## src/hw/rtl/wheel_speed_odometer_assert.svh

```systemverilog
// ---------------------------------------------------------------------------
// Wheel speed odometer assertion macros
// Shorthands for clocked checks with a synchronous active-low reset.
// ---------------------------------------------------------------------------
`ifndef WHEEL_SPEED_ODOMETER_ASSERT_SVH
`define WHEEL_SPEED_ODOMETER_ASSERT_SVH

// Condition in one cycle implies a consequence in the same cycle.
`define WSO_ASSERT_SAME(lbl, ante, cons, msg) \
  lbl: assert property (@(posedge clk) disable iff (!rst_n) (ante) |-> (cons)) \
    else $error(msg);

// Condition in one cycle implies a consequence in the next cycle.
`define WSO_ASSERT_NEXT(lbl, ante, cons, msg) \
  lbl: assert property (@(posedge clk) disable iff (!rst_n) (ante) |=> (cons)) \
    else $error(msg);

`endif

```

## src/hw/rtl/wso_pkg.sv

```systemverilog
// ---------------------------------------------------------------------------
// Wheel speed odometer package
// Shared types and fixed constants of the speed and odometer datapath.
// ---------------------------------------------------------------------------
package wso_pkg;

  // Request kinds carried on the input tuser
  localparam logic [1:0] REQ_SAMPLE   = 2'd0;
  localparam logic [1:0] REQ_ODO_LOAD = 2'd1;
  localparam logic [1:0] REQ_TRIP_CLR = 2'd2;

  // Configuration register indexes
  localparam logic [1:0] CFG_SPEED_GAIN  = 2'd0;
  localparam logic [1:0] CFG_SPEED_LIMIT = 2'd1;
  localparam logic [1:0] CFG_SAMPLES_UPD = 2'd2;

  // Fixed widths of the rpm magnitude, the gain and their product
  localparam int MAG_W  = 15;
  localparam int GAIN_W = 16;
  localparam int PROD_W = MAG_W + GAIN_W;

  // Odometer widths and wrap point in metres
  localparam int ODO_W  = 30;
  localparam int TRIP_W = 32;
  localparam logic [ODO_W:0] ODO_WRAP = 31'd1000000000;

  // Status of a serial arithmetic unit
  typedef struct packed {
    logic busy;
    logic done;
  } wso_unit_st_t;

endpackage

```

## src/hw/rtl/wso_mul.sv

```systemverilog
// ---------------------------------------------------------------------------
// Wheel speed odometer serial multiplier
// Shift-add multiply of rpm magnitude by gain, one multiplier bit a cycle.
// ---------------------------------------------------------------------------
module wso_mul
  import wso_pkg::*;
(
  input  logic              clk,
  input  logic              rst_n,
  input  logic              start,
  input  logic [MAG_W-1:0]  mag,
  input  logic [GAIN_W-1:0] gain,
  output logic [PROD_W-1:0] prod,
  output wso_unit_st_t      st
);

  localparam int CW = $clog2(MAG_W + 1);

  logic [MAG_W-1:0]  a_r, a_nxt;
  logic [GAIN_W-1:0] b_r, b_nxt;
  logic [PROD_W-1:0] p_r, p_nxt;
  logic [CW-1:0]     cnt_r, cnt_nxt;
  logic              busy_r, busy_nxt;
  logic              done_r, done_nxt;

  always_comb begin
    a_nxt    = a_r;
    b_nxt    = b_r;
    p_nxt    = p_r;
    cnt_nxt  = cnt_r;
    busy_nxt = busy_r;
    done_nxt = 1'b0;
    if (start) begin
      a_nxt    = mag;
      b_nxt    = gain;
      p_nxt    = '0;
      cnt_nxt  = CW'(MAG_W);
      busy_nxt = 1'b1;
    end else if (busy_r) begin
      // MSB first: double the partial product, add gain on a set bit
      p_nxt   = {p_r[PROD_W-2:0], 1'b0} + (a_r[MAG_W-1] ? PROD_W'(b_r) : '0);
      a_nxt   = {a_r[MAG_W-2:0], 1'b0};
      cnt_nxt = cnt_r - CW'(1);
      if (cnt_r == CW'(1)) begin
        busy_nxt = 1'b0;
        done_nxt = 1'b1;
      end
    end
  end

  always_ff @(posedge clk) begin
    if (!rst_n) begin
      busy_r <= 1'b0;
      done_r <= 1'b0;
      cnt_r  <= '0;
    end else begin
      busy_r <= busy_nxt;
      done_r <= done_nxt;
      cnt_r  <= cnt_nxt;
    end
  end

  always_ff @(posedge clk) begin
    a_r <= a_nxt;
    b_r <= b_nxt;
    p_r <= p_nxt;
  end

  assign prod    = p_r;
  assign st.busy = busy_r;
  assign st.done = done_r;

endmodule

```

## src/hw/rtl/wso_cdiv.sv

```systemverilog
// ---------------------------------------------------------------------------
// Wheel speed odometer serial constant divider
// Restoring division by a fixed divisor, one quotient bit a cycle.
// ---------------------------------------------------------------------------
module wso_cdiv
  import wso_pkg::*;
#(
  parameter int W   = 32,
  parameter int DIV = 100
) (
  input  logic         clk,
  input  logic         rst_n,
  input  logic         start,
  input  logic [W-1:0] dividend,
  output logic [W-1:0] quotient,
  output wso_unit_st_t st
);

  // DIV of 2 or more
  localparam int          RW    = $clog2(DIV);
  localparam int          CW    = $clog2(W + 1);
  localparam logic [RW:0] DIV_V = (RW + 1)'(DIV);

  logic [W-1:0]  q_r, q_nxt;
  logic [RW-1:0] rem_r, rem_nxt;
  logic [CW-1:0] cnt_r, cnt_nxt;
  logic          busy_r, busy_nxt;
  logic          done_r, done_nxt;
  logic [RW:0]   trial;
  logic          ge;

  assign trial = {rem_r, q_r[W-1]};
  assign ge    = (trial >= DIV_V);

  always_comb begin
    q_nxt    = q_r;
    rem_nxt  = rem_r;
    cnt_nxt  = cnt_r;
    busy_nxt = busy_r;
    done_nxt = 1'b0;
    if (start) begin
      q_nxt    = dividend;
      rem_nxt  = '0;
      cnt_nxt  = CW'(W);
      busy_nxt = 1'b1;
    end else if (busy_r) begin
      // shift the next dividend bit into the remainder, quotient bit in at LSB
      rem_nxt = ge ? RW'(trial - DIV_V) : trial[RW-1:0];
      q_nxt   = {q_r[W-2:0], ge};
      cnt_nxt = cnt_r - CW'(1);
      if (cnt_r == CW'(1)) begin
        busy_nxt = 1'b0;
        done_nxt = 1'b1;
      end
    end
  end

  always_ff @(posedge clk) begin
    if (!rst_n) begin
      busy_r <= 1'b0;
      done_r <= 1'b0;
      cnt_r  <= '0;
    end else begin
      busy_r <= busy_nxt;
      done_r <= done_nxt;
      cnt_r  <= cnt_nxt;
    end
  end

  always_ff @(posedge clk) begin
    q_r   <= q_nxt;
    rem_r <= rem_nxt;
  end

  assign quotient = q_r;
  assign st.busy  = busy_r;
  assign st.done  = done_r;

endmodule

```

## src/hw/rtl/wheel_speed_odometer.sv

```systemverilog
// ---------------------------------------------------------------------------
// Wheel speed odometer
// Turns wheel rpm samples into speed, odometer and trip B distance.
// ---------------------------------------------------------------------------
//
//  Channel  Direction  Handshake                Content
//  in_      slave      in_tvalid / in_tready    request kind, rpm, odometer load
//  out_     master     out_tvalid / out_tready  speed, odometer, trip B
//  cfg_     slave      cfg_valid / cfg_ready    register index and write data
//
//  One item is worked at a time; the input takes a new item once the result
//  of the previous one sits in the output register. Work per item:
//    load, trip clear, zero rpm: the /100 display dividers, then done
//    sample without update:      add the serial multiplier and the clamp
//    sample with update:         add the serial /18, the odometer and the trip
//                                steps, or only the trip step when the speed is zero
//  Reset (rst_n low at a clock edge) clears the control, speed, odometer, trip
//  and count state but not the data registers; configuration returns to gain
//  5925, limit 99, ten samples per update. A stalled output holds the finished
//  item and blocks only the next result.
module wheel_speed_odometer
  import wso_pkg::*;
#(
  parameter int FRAC_BITS = 16
) (
  input  logic         clk,
  input  logic         rst_n,
  // input items
  input  logic         in_tvalid,
  output logic         in_tready,
  input  logic [47:0]  in_tdata,   // wheel_rpm[15:0], odo_load_value[45:16], zero pad
  input  logic [1:0]   in_tuser,   // req_type[1:0]
  // result items
  output logic         out_tvalid,
  input  logic         out_tready,
  output logic [119:0] out_tdata,  // speed_kmh[6:0], odo_metres[36:7],
                                   // odo_display[60:37], trip_metres[92:61],
                                   // trip_display[118:93], zero pad
  // configuration writes
  input  logic         cfg_valid,
  output logic         cfg_ready,
  input  logic [1:0]   cfg_index,
  input  logic [15:0]  cfg_data
);

  // Speed register: Q7.FRAC_BITS; product scaled by a fixed shift
  localparam int SPW  = 7 + FRAC_BITS;
  localparam int LSH  = (FRAC_BITS > 16) ? FRAC_BITS - 16 : 0;
  localparam int RSH  = (FRAC_BITS < 16) ? 16 - FRAC_BITS : 0;
  localparam int PW   = PROD_W + LSH;
  localparam int S5W  = SPW + 3;

  typedef enum logic [9:0] {
    S_IDLE  = 10'b0000000001,
    S_MUL   = 10'b0000000010,
    S_CLAMP = 10'b0000000100,
    S_STEP  = 10'b0000001000,
    S_STEPW = 10'b0000010000,
    S_ODO   = 10'b0000100000,
    S_TRIP  = 10'b0001000000,
    S_DISP  = 10'b0010000000,
    S_DISPW = 10'b0100000000,
    S_DONE  = 10'b1000000000
  } wso_state_t;

  wso_state_t state_r, state_nxt;

  // Configuration
  logic [15:0] gain_r;
  logic [6:0]  limit_r;
  logic [7:0]  spu_r;

  // Block state
  logic [SPW-1:0]       speed_r, speed_nxt;
  logic [7:0]           cnt_r, cnt_nxt;
  logic [FRAC_BITS-1:0] frac_r, frac_nxt;
  logic [ODO_W-1:0]     odo_r, odo_nxt;
  logic [ODO_W-1:0]     tstart_r, tstart_nxt;
  logic [TRIP_W-1:0]    trip_r, trip_nxt;

  // Output register
  logic         out_valid_r, out_valid_nxt;
  logic [119:0] out_data_r, out_data_nxt;

  // Serial units
  wso_unit_st_t        mul_st, stp_st, odd_st, trd_st;
  logic [PROD_W-1:0]   prod;
  logic [S5W-1:0]      stp_q;
  logic [ODO_W-1:0]    odd_q;
  logic [TRIP_W-1:0]   trd_q;
  logic                mul_start, stp_start, dsp_start;

  // Request decode
  logic                in_accept;
  logic [15:0]         rpm;
  logic [15:0]         abs_rpm;
  logic [MAG_W-1:0]    mag;
  logic                out_free;

  // Clamp and update arithmetic
  logic [PW-1:0]       spd_sc;
  logic [PW-1:0]       spd_lim;
  logic [SPW-1:0]      spd_cl;
  logic [7:0]          cnt_inc;
  logic [7:0]          spu_eff;
  logic [S5W-1:0]      spd_x5;
  logic [SPW:0]        acc;
  logic [ODO_W:0]      odo_sum;

  assign cfg_ready = 1'b1;
  assign in_tready = (state_r == S_IDLE);
  assign in_accept = in_tvalid && in_tready;
  assign out_free  = !out_valid_r || out_tready;

  // Magnitude of the signed sample, most negative value saturated
  assign rpm     = in_tdata[15:0];
  assign abs_rpm = rpm[15] ? (~rpm + 16'd1) : rpm;
  assign mag     = abs_rpm[15] ? {MAG_W{1'b1}} : abs_rpm[MAG_W-1:0];

  // Scale product to FRAC_BITS (truncating) and clamp to the speed limit
  assign spd_sc  = (PW'(prod) << LSH) >> RSH;
  assign spd_lim = PW'(limit_r) << FRAC_BITS;
  assign spd_cl  = (spd_sc > spd_lim) ? SPW'(spd_lim) : SPW'(spd_sc);

  assign cnt_inc = cnt_r + 8'd1;
  assign spu_eff = (spu_r == 8'd0) ? 8'd1 : spu_r;

  // Metres per update: speed * 5 / 18, the divide done serially
  assign spd_x5  = (S5W'(speed_r) << 2) + S5W'(speed_r);
  assign acc     = (SPW + 1)'(frac_r) + (SPW + 1)'(stp_q);
  assign odo_sum = (ODO_W + 1)'(odo_r) + (ODO_W + 1)'(acc[SPW:FRAC_BITS]);

  assign mul_start = in_accept && (in_tuser == REQ_SAMPLE) && (mag != '0);
  assign stp_start = (state_r == S_STEP);
  assign dsp_start = (state_r == S_DISP);

  wso_mul u_mul (
    .clk   (clk),
    .rst_n (rst_n),
    .start (mul_start),
    .mag   (mag),
    .gain  (gain_r),
    .prod  (prod),
    .st    (mul_st)
  );

  wso_cdiv #(.W(S5W), .DIV(18)) u_step_div (
    .clk      (clk),
    .rst_n    (rst_n),
    .start    (stp_start),
    .dividend (spd_x5),
    .quotient (stp_q),
    .st       (stp_st)
  );

  wso_cdiv #(.W(ODO_W), .DIV(100)) u_odo_div (
    .clk      (clk),
    .rst_n    (rst_n),
    .start    (dsp_start),
    .dividend (odo_r),
    .quotient (odd_q),
    .st       (odd_st)
  );

  wso_cdiv #(.W(TRIP_W), .DIV(100)) u_trip_div (
    .clk      (clk),
    .rst_n    (rst_n),
    .start    (dsp_start),
    .dividend (trip_r),
    .quotient (trd_q),
    .st       (trd_st)
  );

  // Sequencer
  always_comb begin
    state_nxt     = state_r;
    speed_nxt     = speed_r;
    cnt_nxt       = cnt_r;
    frac_nxt      = frac_r;
    odo_nxt       = odo_r;
    tstart_nxt    = tstart_r;
    trip_nxt      = trip_r;
    out_valid_nxt = out_valid_r;
    out_data_nxt  = out_data_r;

    if (out_valid_r && out_tready) begin
      out_valid_nxt = 1'b0;
    end

    case (state_r)
      S_IDLE: begin
        if (in_accept) begin
          state_nxt = S_DISP;
          case (in_tuser)
            REQ_SAMPLE: begin
              // a zero sample stops the speed and does not count
              if (mag == '0) begin
                speed_nxt = '0;
              end else begin
                state_nxt = S_MUL;
              end
            end
            REQ_ODO_LOAD: begin
              odo_nxt = in_tdata[45:16];
            end
            REQ_TRIP_CLR: begin
              trip_nxt   = '0;
              tstart_nxt = odo_r;
            end
            default: begin
              // unused kind: report the state as it is
            end
          endcase
        end
      end
      S_MUL: begin
        if (mul_st.done) begin
          state_nxt = S_CLAMP;
        end
      end
      S_CLAMP: begin
        speed_nxt = spd_cl;
        if (cnt_inc >= spu_eff) begin
          cnt_nxt   = '0;
          // zero speed leaves the odometer alone, trip B is still rebuilt
          state_nxt = (spd_cl != '0) ? S_STEP : S_TRIP;
        end else begin
          cnt_nxt   = cnt_inc;
          state_nxt = S_DISP;
        end
      end
      S_STEP: begin
        state_nxt = S_STEPW;
      end
      S_STEPW: begin
        if (stp_st.done) begin
          state_nxt = S_ODO;
        end
      end
      S_ODO: begin
        // keep the fraction bits, move whole metres, wrap at the limit
        frac_nxt  = acc[FRAC_BITS-1:0];
        odo_nxt   = (odo_sum >= ODO_WRAP) ? '0 : odo_sum[ODO_W-1:0];
        state_nxt = S_TRIP;
      end
      S_TRIP: begin
        trip_nxt  = TRIP_W'(odo_r) - TRIP_W'(tstart_r);
        state_nxt = S_DISP;
      end
      S_DISP: begin
        state_nxt = S_DISPW;
      end
      S_DISPW: begin
        if (!odd_st.busy && !trd_st.busy) begin
          state_nxt = S_DONE;
        end
      end
      S_DONE: begin
        // hold here until the output register can take the item
        if (out_free) begin
          out_valid_nxt = 1'b1;
          out_data_nxt  = {1'b0,
                           trd_q[25:0],
                           trip_r,
                           odd_q[23:0],
                           odo_r,
                           speed_r[SPW-1:FRAC_BITS]};
          state_nxt     = S_IDLE;
        end
      end
      default: begin
        state_nxt = S_IDLE;
      end
    endcase
  end

  always_ff @(posedge clk) begin
    if (!rst_n) begin
      state_r     <= S_IDLE;
      gain_r      <= 16'd5925;
      limit_r     <= 7'd99;
      spu_r       <= 8'd10;
      speed_r     <= '0;
      cnt_r       <= '0;
      frac_r      <= '0;
      odo_r       <= '0;
      tstart_r    <= '0;
      trip_r      <= '0;
      out_valid_r <= 1'b0;
    end else begin
      state_r     <= state_nxt;
      speed_r     <= speed_nxt;
      cnt_r       <= cnt_nxt;
      frac_r      <= frac_nxt;
      odo_r       <= odo_nxt;
      tstart_r    <= tstart_nxt;
      trip_r      <= trip_nxt;
      out_valid_r <= out_valid_nxt;
      if (cfg_valid && cfg_ready) begin
        case (cfg_index)
          CFG_SPEED_GAIN:  gain_r  <= cfg_data;
          CFG_SPEED_LIMIT: limit_r <= cfg_data[6:0];
          CFG_SAMPLES_UPD: spu_r   <= cfg_data[7:0];
          default: begin
            // no register at this index: drop the write
          end
        endcase
      end
    end
  end

  always_ff @(posedge clk) begin
    out_data_r <= out_data_nxt;
  end

  assign out_tvalid = out_valid_r;
  assign out_tdata  = out_data_r;

  // -------------------------------------------------------------------------
  // Checks
  // -------------------------------------------------------------------------
  `include "wheel_speed_odometer_assert.svh"

  `WSO_ASSERT_NEXT(a_done_loads_out, (state_r == S_DONE) && out_free, out_valid_r && (state_r == S_IDLE), "finished item not moved to output")
  `WSO_ASSERT_NEXT(a_odo_only_on_update, (state_r != S_ODO) && !(in_accept && (in_tuser == REQ_ODO_LOAD)), $stable(odo_r), "odometer changed outside update or load")
  `WSO_ASSERT_SAME(a_mul_alone, mul_st.busy, !stp_st.busy && !odd_st.busy && !trd_st.busy, "serial units overlap")

endmodule
```

## config.mk

```make
export PLATFORM = sky130hd
export DESIGN_NAME = wheel_speed_odometer
export DESIGN_NICKNAME = d
export VERILOG_FILES = /design/src/hw/rtl/wso_pkg.sv /design/src/hw/rtl/wso_mul.sv /design/src/hw/rtl/wso_cdiv.sv /design/src/hw/rtl/wheel_speed_odometer.sv
export VERILOG_INCLUDE_DIRS = /design/src /design/src/hw/rtl
export SDC_FILE = /design/constraint.sdc
export NUM_CORES = 1
export LEC_CHECK = 0
export BUFFER_PORTS_ARGS = -buffer_cell sky130_fd_sc_hd__buf_4
export CAP_MARGIN = 5
export CELL_PAD_IN_SITES_DETAIL_PLACEMENT = 2
export CELL_PAD_IN_SITES_GLOBAL_PLACEMENT = 2
export CORE_MARGIN = 1.5
export CORE_UTILIZATION = 39
export DETAILED_ROUTE_END_ITERATION = 16
export PLACE_DENSITY_LB_ADDON = 0.3
export SLEW_MARGIN = 10
export SYNTH_ARGS = -nofsm -noshare
export SYNTH_HDL_FRONTEND = slang
export SYNTH_SLANG_ARGS = --single-unit
```

## constraint.sdc

```tcl
create_clock -name clk -period 8.3 [get_ports clk]
set_clock_uncertainty 0.1 [all_clocks]
set_input_delay 1.66 -clock clk [delete_from_list [all_inputs] [get_ports clk]]
set_output_delay 1.66 -clock clk [all_outputs]
set_load 0.02 [all_outputs]
```

==> flow_summary.yaml, run 1 <==
synthesis:
  synthArstFlopShare_pct: 0
  synth_edf_count: 237
  synth.avg_cell_area_um2: 9.476
  synthTopCellsByCount: "nand2_1, dfxtp_1, nor2_1"
  synthesis.area_um2: 25000
  synth-seq-cells: 493
  yosys.area.top_type: "edfxtp_1"
  yosysSeqAreaShare_pct: 48.97
  syn_nets: 2836
  synth_top_area_share_pct: 28.47
  yosysWarnings: 0
  ys.flop_type: "dfxtp_1"
  synth.distinct_cells: 90
  synth.most_common_cell: "nand2_1"
  synthCells: 2638
  synthTopCellsByArea: "edfxtp_1, dfxtp_1, nand2_1"
min_path:
  hold_path.class: "reg -> reg"
  hold_path.startpoint: "gain_r[4]"
  holdPathEnd: "u_mul.b_r[4]"
  hold_path_depth: 0
pwr:
  ir_drop_uv: 192.9
  cellLeakagePower_uw: 0.01156
  power.switching_uw: 2064
  clock_power_share_pct: 38.9
  p_comb_share_pct: 18.1
  swShare_pct: 29.79
  pwr-share-seq_pct: 43.0
  power_density_nw_per_um2: 237.5
  internal-power_uw: 4865
sta:
  max_freq_mhz: 133.1
  relSlewSlack_pct: 19.28
  period_share_pct: 90.54
  rsz0062_at_grt: "no"
  worstMarginPinSlew_ns: 1.202
  final.setup.worst_slack_ns: 0.7851
  setup_viol: 0
  finalSetupTns_ns: 0
  fin_crit_ns: 7.515
  slew_viol_final: 0
  hold_viol_final: 0
die:
  die-area_um2: 65620
  start_util_pct: 39.55
  coreArea_um2: 63200
  die_w_um: 256.2
  row_count: 92
  die_h_um: 256.2
  io_pins: 196
global_routing:
  grt_usage_pct: 24.90
  gr-total-overflow: 0
  grt_pass1_vias: 22820
  grt_pass1_wl_um: 130200
  antenna_found_initial: 4
  grt_start_max_net_pins: 85
setup_path:
  reg2reg_setup_slack_ns: 0.79
  cp_slowest_cell: "or4_1"
  r2r-end: "odo_r[15]"
  reg2reg_depth: 26
  crit_cells: 26
  crit_path_max_incr_delay_ns: 0.50
  crit_family: "compound AO/OA/AOI/OAI gates"
  end_kind: "flop"
  worstPathMaxFanout: 14
  cp.required_ns: 8.68
  critPathLaunchType: "flop"
  r2r-start: "u_step_div.quotient[0]"
  path_class: "reg -> reg"
  path_common_cell: "a21oi_1"
  path_buf_inv: 1
  arrival_ns: 7.89
finish:
  fill_cells: 6630
  final_nets: 2988
  antennaDiodeCount: 0
  layout-drive-gt1-share_pct: 13.38
  syn2layout_area_growth_pct: 16.72
drt:
  vias: 20490
  wl_met2_um: 42720
  postRouteAntennaNets: 0
  drtIter0Drc: 1003
  drc: 0
  top_layer_used: "met5"
  routedLengthMet1_um: 33580
  routed_wl_um: 81780
  via_per_inst: 5.560
  wl_per_cell_um: 22.19
  dr.pass1.iters: 5
  dr_wl_met3_um: 2681
clock_tree:
  ctsResizeCount: 0
  tritoncts: "yes"
  cts.path.max_buffers: 3
  clock_latency_ns: 0.65
  cts_max_level: 2
  cts_root_buf: "clkbuf_16"
  cts_buffers: 57
  cts_hold_buffers: 0
  clk_pin_slew_worst_paths_ns: 0.06
  clock-sinks: 493
  postCtsSetupRepairBufs: 0
place:
  post-place-ws_ns: 0.7953
  dp_hpwl_um: 58340
  place.gp.congestion: 0.8603
  numPortBuffers: 191
flow_run:
  maxCapViolCount: 0
run_status:
  outcome: "finished clean"
==> cell families after synthesis <==
family | Yosys count | synth area share (%)
compound gates | 571 | 15.11
xor+xnor | 138 | 4.835
fa+ha+maj | 125 | 6.407
buf+inv | 234 | 3.894
flops | 493 | 48.97
mux | 39 | 1.587
other cells | 2 | 0.03004
simple gates | 1036 | 19.16
==> worst reg2reg max path: cells and delay by family (launching register included) <==
kind | cells | cell delay (ns)
buf+inv | 1 | 0.31
flops | 1 | 0.42
simple gates | 4 | 1.07
fa+ha+maj | 3 | 0.99
compound gates | 17 | 4.32
xor+xnor | 1 | 0.17
==> state kept, by name, summed over array words and instances, names as in the netlist, 23 cells and up <==
name,flops
out_tdata,118
u_trip_div.quotient,32
trip_r,31
u_mul.prod,31
odo_r,30
tstart_r,30
u_odo_div.quotient,30
u_step_div.quotient,26
speed_r,23
==> cells in the final DEF (no fill, tap or decap), drive strengths merged, types with 10 or more instances in the layout <==
master and count:
nand4 15, nor2 241, o21a 28, a211oi 29
and3 35, nor2b 22, nor4 25, a21o 42
a221oi 11, a31oi 37, nor3b 10, nand2b 32
or2 13, dfxtp 256, xor2 57, edfxtp 237
nand3 63, o31ai 12, inv 109, xnor2 81
o21ai 134, nand2 458, o211ai 11, buf 222
clkbuf 84, nor3 42, a22oi 19, clkinv 13
and2 28, nand3b 18, mux2i 34, ha 120
a21oi 169
==> area by class of cell <==
cell class | count | area (µm²) | area share [%]
Multi-Input combinational cell | 1911 | 11800 | 40.45
Clock inverter | 24 | 321.6 | 1.102
Tap cell | 846 | 1059 | 3.628
Clock buffer | 84 | 1689 | 5.789
Inverter | 105 | 396.6 | 1.359
Sequential cell | 493 | 12240 | 41.96
Timing Repair Buffer | 222 | 1667 | 5.712
==> per-stage QoR <==
step                hold WS [ns]  instances  cell area [µm²]  util [%]  power (µW)
CTS                       0.3318       3685            29170     46.17        6998
finish                    0.3272       3685            29180     46.17        6929
floorplan                 0.3081       2638            25000         -        3838
global route              0.3448       3685            29180     46.17        7250
global placement          0.3146       3577            27160     42.98        4159
detailed placement        0.3183       3577            27160     42.98        4268
==> worst max-delay path by stage <==
stage	to	slack [ns]	startpoint
floorplan	out_tdata[0]	0.59	out_tready
global placement	odo_r[0]	1.07	u_step_div.quotient[0]
detailed placement	odo_r[15]	0.80	u_step_div.quotient[0]
CTS	odo_r[15]	0.81	u_step_div.quotient[0]
global route	odo_r[15]	0.38	u_step_div.quotient[0]
finish	odo_r[15]	0.79	u_step_div.quotient[0]
==> power groups by stage <==
stage	clock network [µW]	registers, µW	logic (µW)
6_report	2700	2980	1260
5_1_grt	2850	3000	1400
4_1_cts	2750	2980	1270
3_5_place_dp	0	3020	1250
3_3_place_gp	0	3000	1160
2_1_floorplan	0	2920	916
==> routing by layer <==
metal,track usage (%),vias to the layer above
met1,28.87,10380
met4,8.991,6
met2,46.33,323
met5,0,-
li1,-,9637
met3,3.426,140
Power figures use the tool's default switching activity.
==> run 2: changes to the inputs <==
- clock period: 8.3 -> 8.2 ns (I/O delays scaled with it)
==> run 2 against run 1 <==
Combinational power is essentially flat; clock power fell by 3%; register-to-register slack lost 0.17 ns; first-iteration DRC count increased by 19%; die area did not move; wire length up 1.1%; sequential power about the same; cell area down 0.31%; setup slack worse by 0.17 ns; maximum frequency down 0.95%; sequential share of layout area increased by 0.13 points; clock-buffer cell count fell by 2; critical path type unchanged; largest cell class unchanged; highest routed layer unchanged.
==> flow_summary.yaml, run 2 (synthesis gave the netlist of run 1 again) <==
run_status:
  outcome: "finished clean"
clock_tree:
  cts_root_buf: "clkbuf_16"
  clock_latency_ns: 0.63
  cts_buffers: 56
  ctsResizeCount: 0
  tritoncts: "yes"
  cts.path.max_buffers: 3
  postCtsSetupRepairBufs: 0
  clk_pin_slew_worst_paths_ns: 0.06
  cts_max_level: 2
  clock-sinks: 493
  cts_hold_buffers: 0
die:
  die_h_um: 256.2
  coreArea_um2: 63200
  die_w_um: 256.2
  row_count: 92
  start_util_pct: 39.55
  io_pins: 196
  die-area_um2: 65620
global_routing:
  gr-total-overflow: 0
  grt_usage_pct: 24.91
  grt_pass1_wl_um: 130200
  grt_pass1_vias: 23040
  grt_start_max_net_pins: 85
  antenna_found_initial: 4
pwr:
  swShare_pct: 30.09
  p_comb_share_pct: 18.5
  cellLeakagePower_uw: 0.01149
  clock_power_share_pct: 38.0
  finalPower_uw: 6925
  ir_drop_uv: 212.5
  power_density_nw_per_um2: 238.1
  power.switching_uw: 2084
  internal-power_uw: 4841
  pwr-share-seq_pct: 43.5
flow_run:
  maxCapViolCount: 0
drt:
  postRouteAntennaNets: 0
  drtIter0Drc: 1195
  drc: 0
  dr.pass1.iters: 5
  routed_wl_um: 82710
  via_per_inst: 5.585
  wl_per_cell_um: 22.48
  vias: 20550
sta:
  worstMarginPinSlew_ns: 1.250
  period_share_pct: 92.52
  slew_viol_final: 0
  setup_viol: 0
  max_freq_mhz: 131.8
  hold_ws_ns: 0.3280
  hold_viol_final: 0
  finalSetupTns_ns: 0
  fin_crit_ns: 7.587
  relSlewSlack_pct: 16.00
  rsz0062_at_grt: "no"
setup_path:
  critPathLaunchType: "flop"
  path_class: "reg -> reg"
  cp.required_ns: 8.62
  end_kind: "flop"
  arrival_ns: 8.01
  worstPathMaxFanout: 14
place:
  dpl_cell_area_um2: 27150
  dp_hpwl_um: 58310
  numPortBuffers: 191
  place.gp.congestion: 0.8712
finish:
  fin_util_pct: 46.02
  final_common_cell: "nand2_1"
  final_nets: 2985
  antennaDiodeCount: 0
  largest_register_ff_count: 118
  layout-drive-gt1-share_pct: 13.27
  final_cell_mix: "nand2_1, dfxtp_1, nor2_1"
  design_area_um2: 29090
  syn2layout_area_growth_pct: 16.36
min_path:
  hold_path.class: "reg -> reg"
-- run 2: final cells by class --
type | count | area, µm²
clock buffer | 82 | 1672
clock inverter | 23 | 262.8
fill | 6717 | 34110
inverter | 105 | 396.6
multi-input combinational | 1911 | 11800
sequential | 493 | 12240
tap | 846 | 1059
timing repair buffer | 220 | 1652
-- run 2: metal layers --
| layer | routed length (µm) | track usage [%] |
|---|---|---|
| met2 | 43170 | 46.26 |
| met4 | 2728 | 8.958 |
| met3 | 2804 | 3.317 |
| met5 | 44 | 0 |
| met1 | 33960 | 29.04 |
-- run 2: worst paths after layout --
kind / from / to / slack (ns) / cells past startpoint
min reg2reg: gain_r[6] / u_mul.b_r[6] / 0.33 / 0
max reg2reg: u_step_div.quotient[0] / odo_r[15] / 0.61 / 26
min: gain_r[6] / u_mul.b_r[6] / 0.33 / 0
max: u_step_div.quotient[0] / odo_r[15] / 0.61 / 26
-- run 2: power groups by stage --
| stage | Sequential, µW | Combinational, µW | Clock [µW] |
|---|---|---|---|
| floorplan | 2960 | 928 | 0 |
| global placement | 3040 | 1170 | 0 |
| detailed placement | 3060 | 1260 | 0 |
| CTS | 3010 | 1300 | 2680 |
| global route | 3030 | 1420 | 2780 |
| finish | 3010 | 1280 | 2630 |
-- run 2: worst max-delay path, cell delays in order, from the launching register on --
cell,delay [ns]
edfxtp_1,0.41
ha_1,0.24
fa_1,0.41
a21o_1,0.20
a21oi_1,0.21
o21bai_1,0.13
a2111o_1,0.48
a311oi_1,0.26
o21ai_0,0.18
a31o_2,0.30
a21o_1,0.18
a21oi_1,0.32
nor2_1,0.11
xor2_1,0.16
ha_1,0.34
o211a_1,0.25
a211o_1,0.40
o21a_1,0.27
o21ai_1,0.25
a211oi_1,0.15
a2111oi_2,0.31
nor3_1,0.11
o311a_1,0.48
buf_4,0.26
nor2_4,0.47
a221oi_1,0.16
a211oi_1,0.34
-- run 2: per-stage QoR --
step,setup WS (ns),std cells
2_1_floorplan,0.5119,2638
3_3_place_gp,0.9724,3575
3_5_place_dp,0.7102,3575
4_1_cts,0.6524,3680
5_1_grt,0.2798,3680
6_report,0.6133,3680
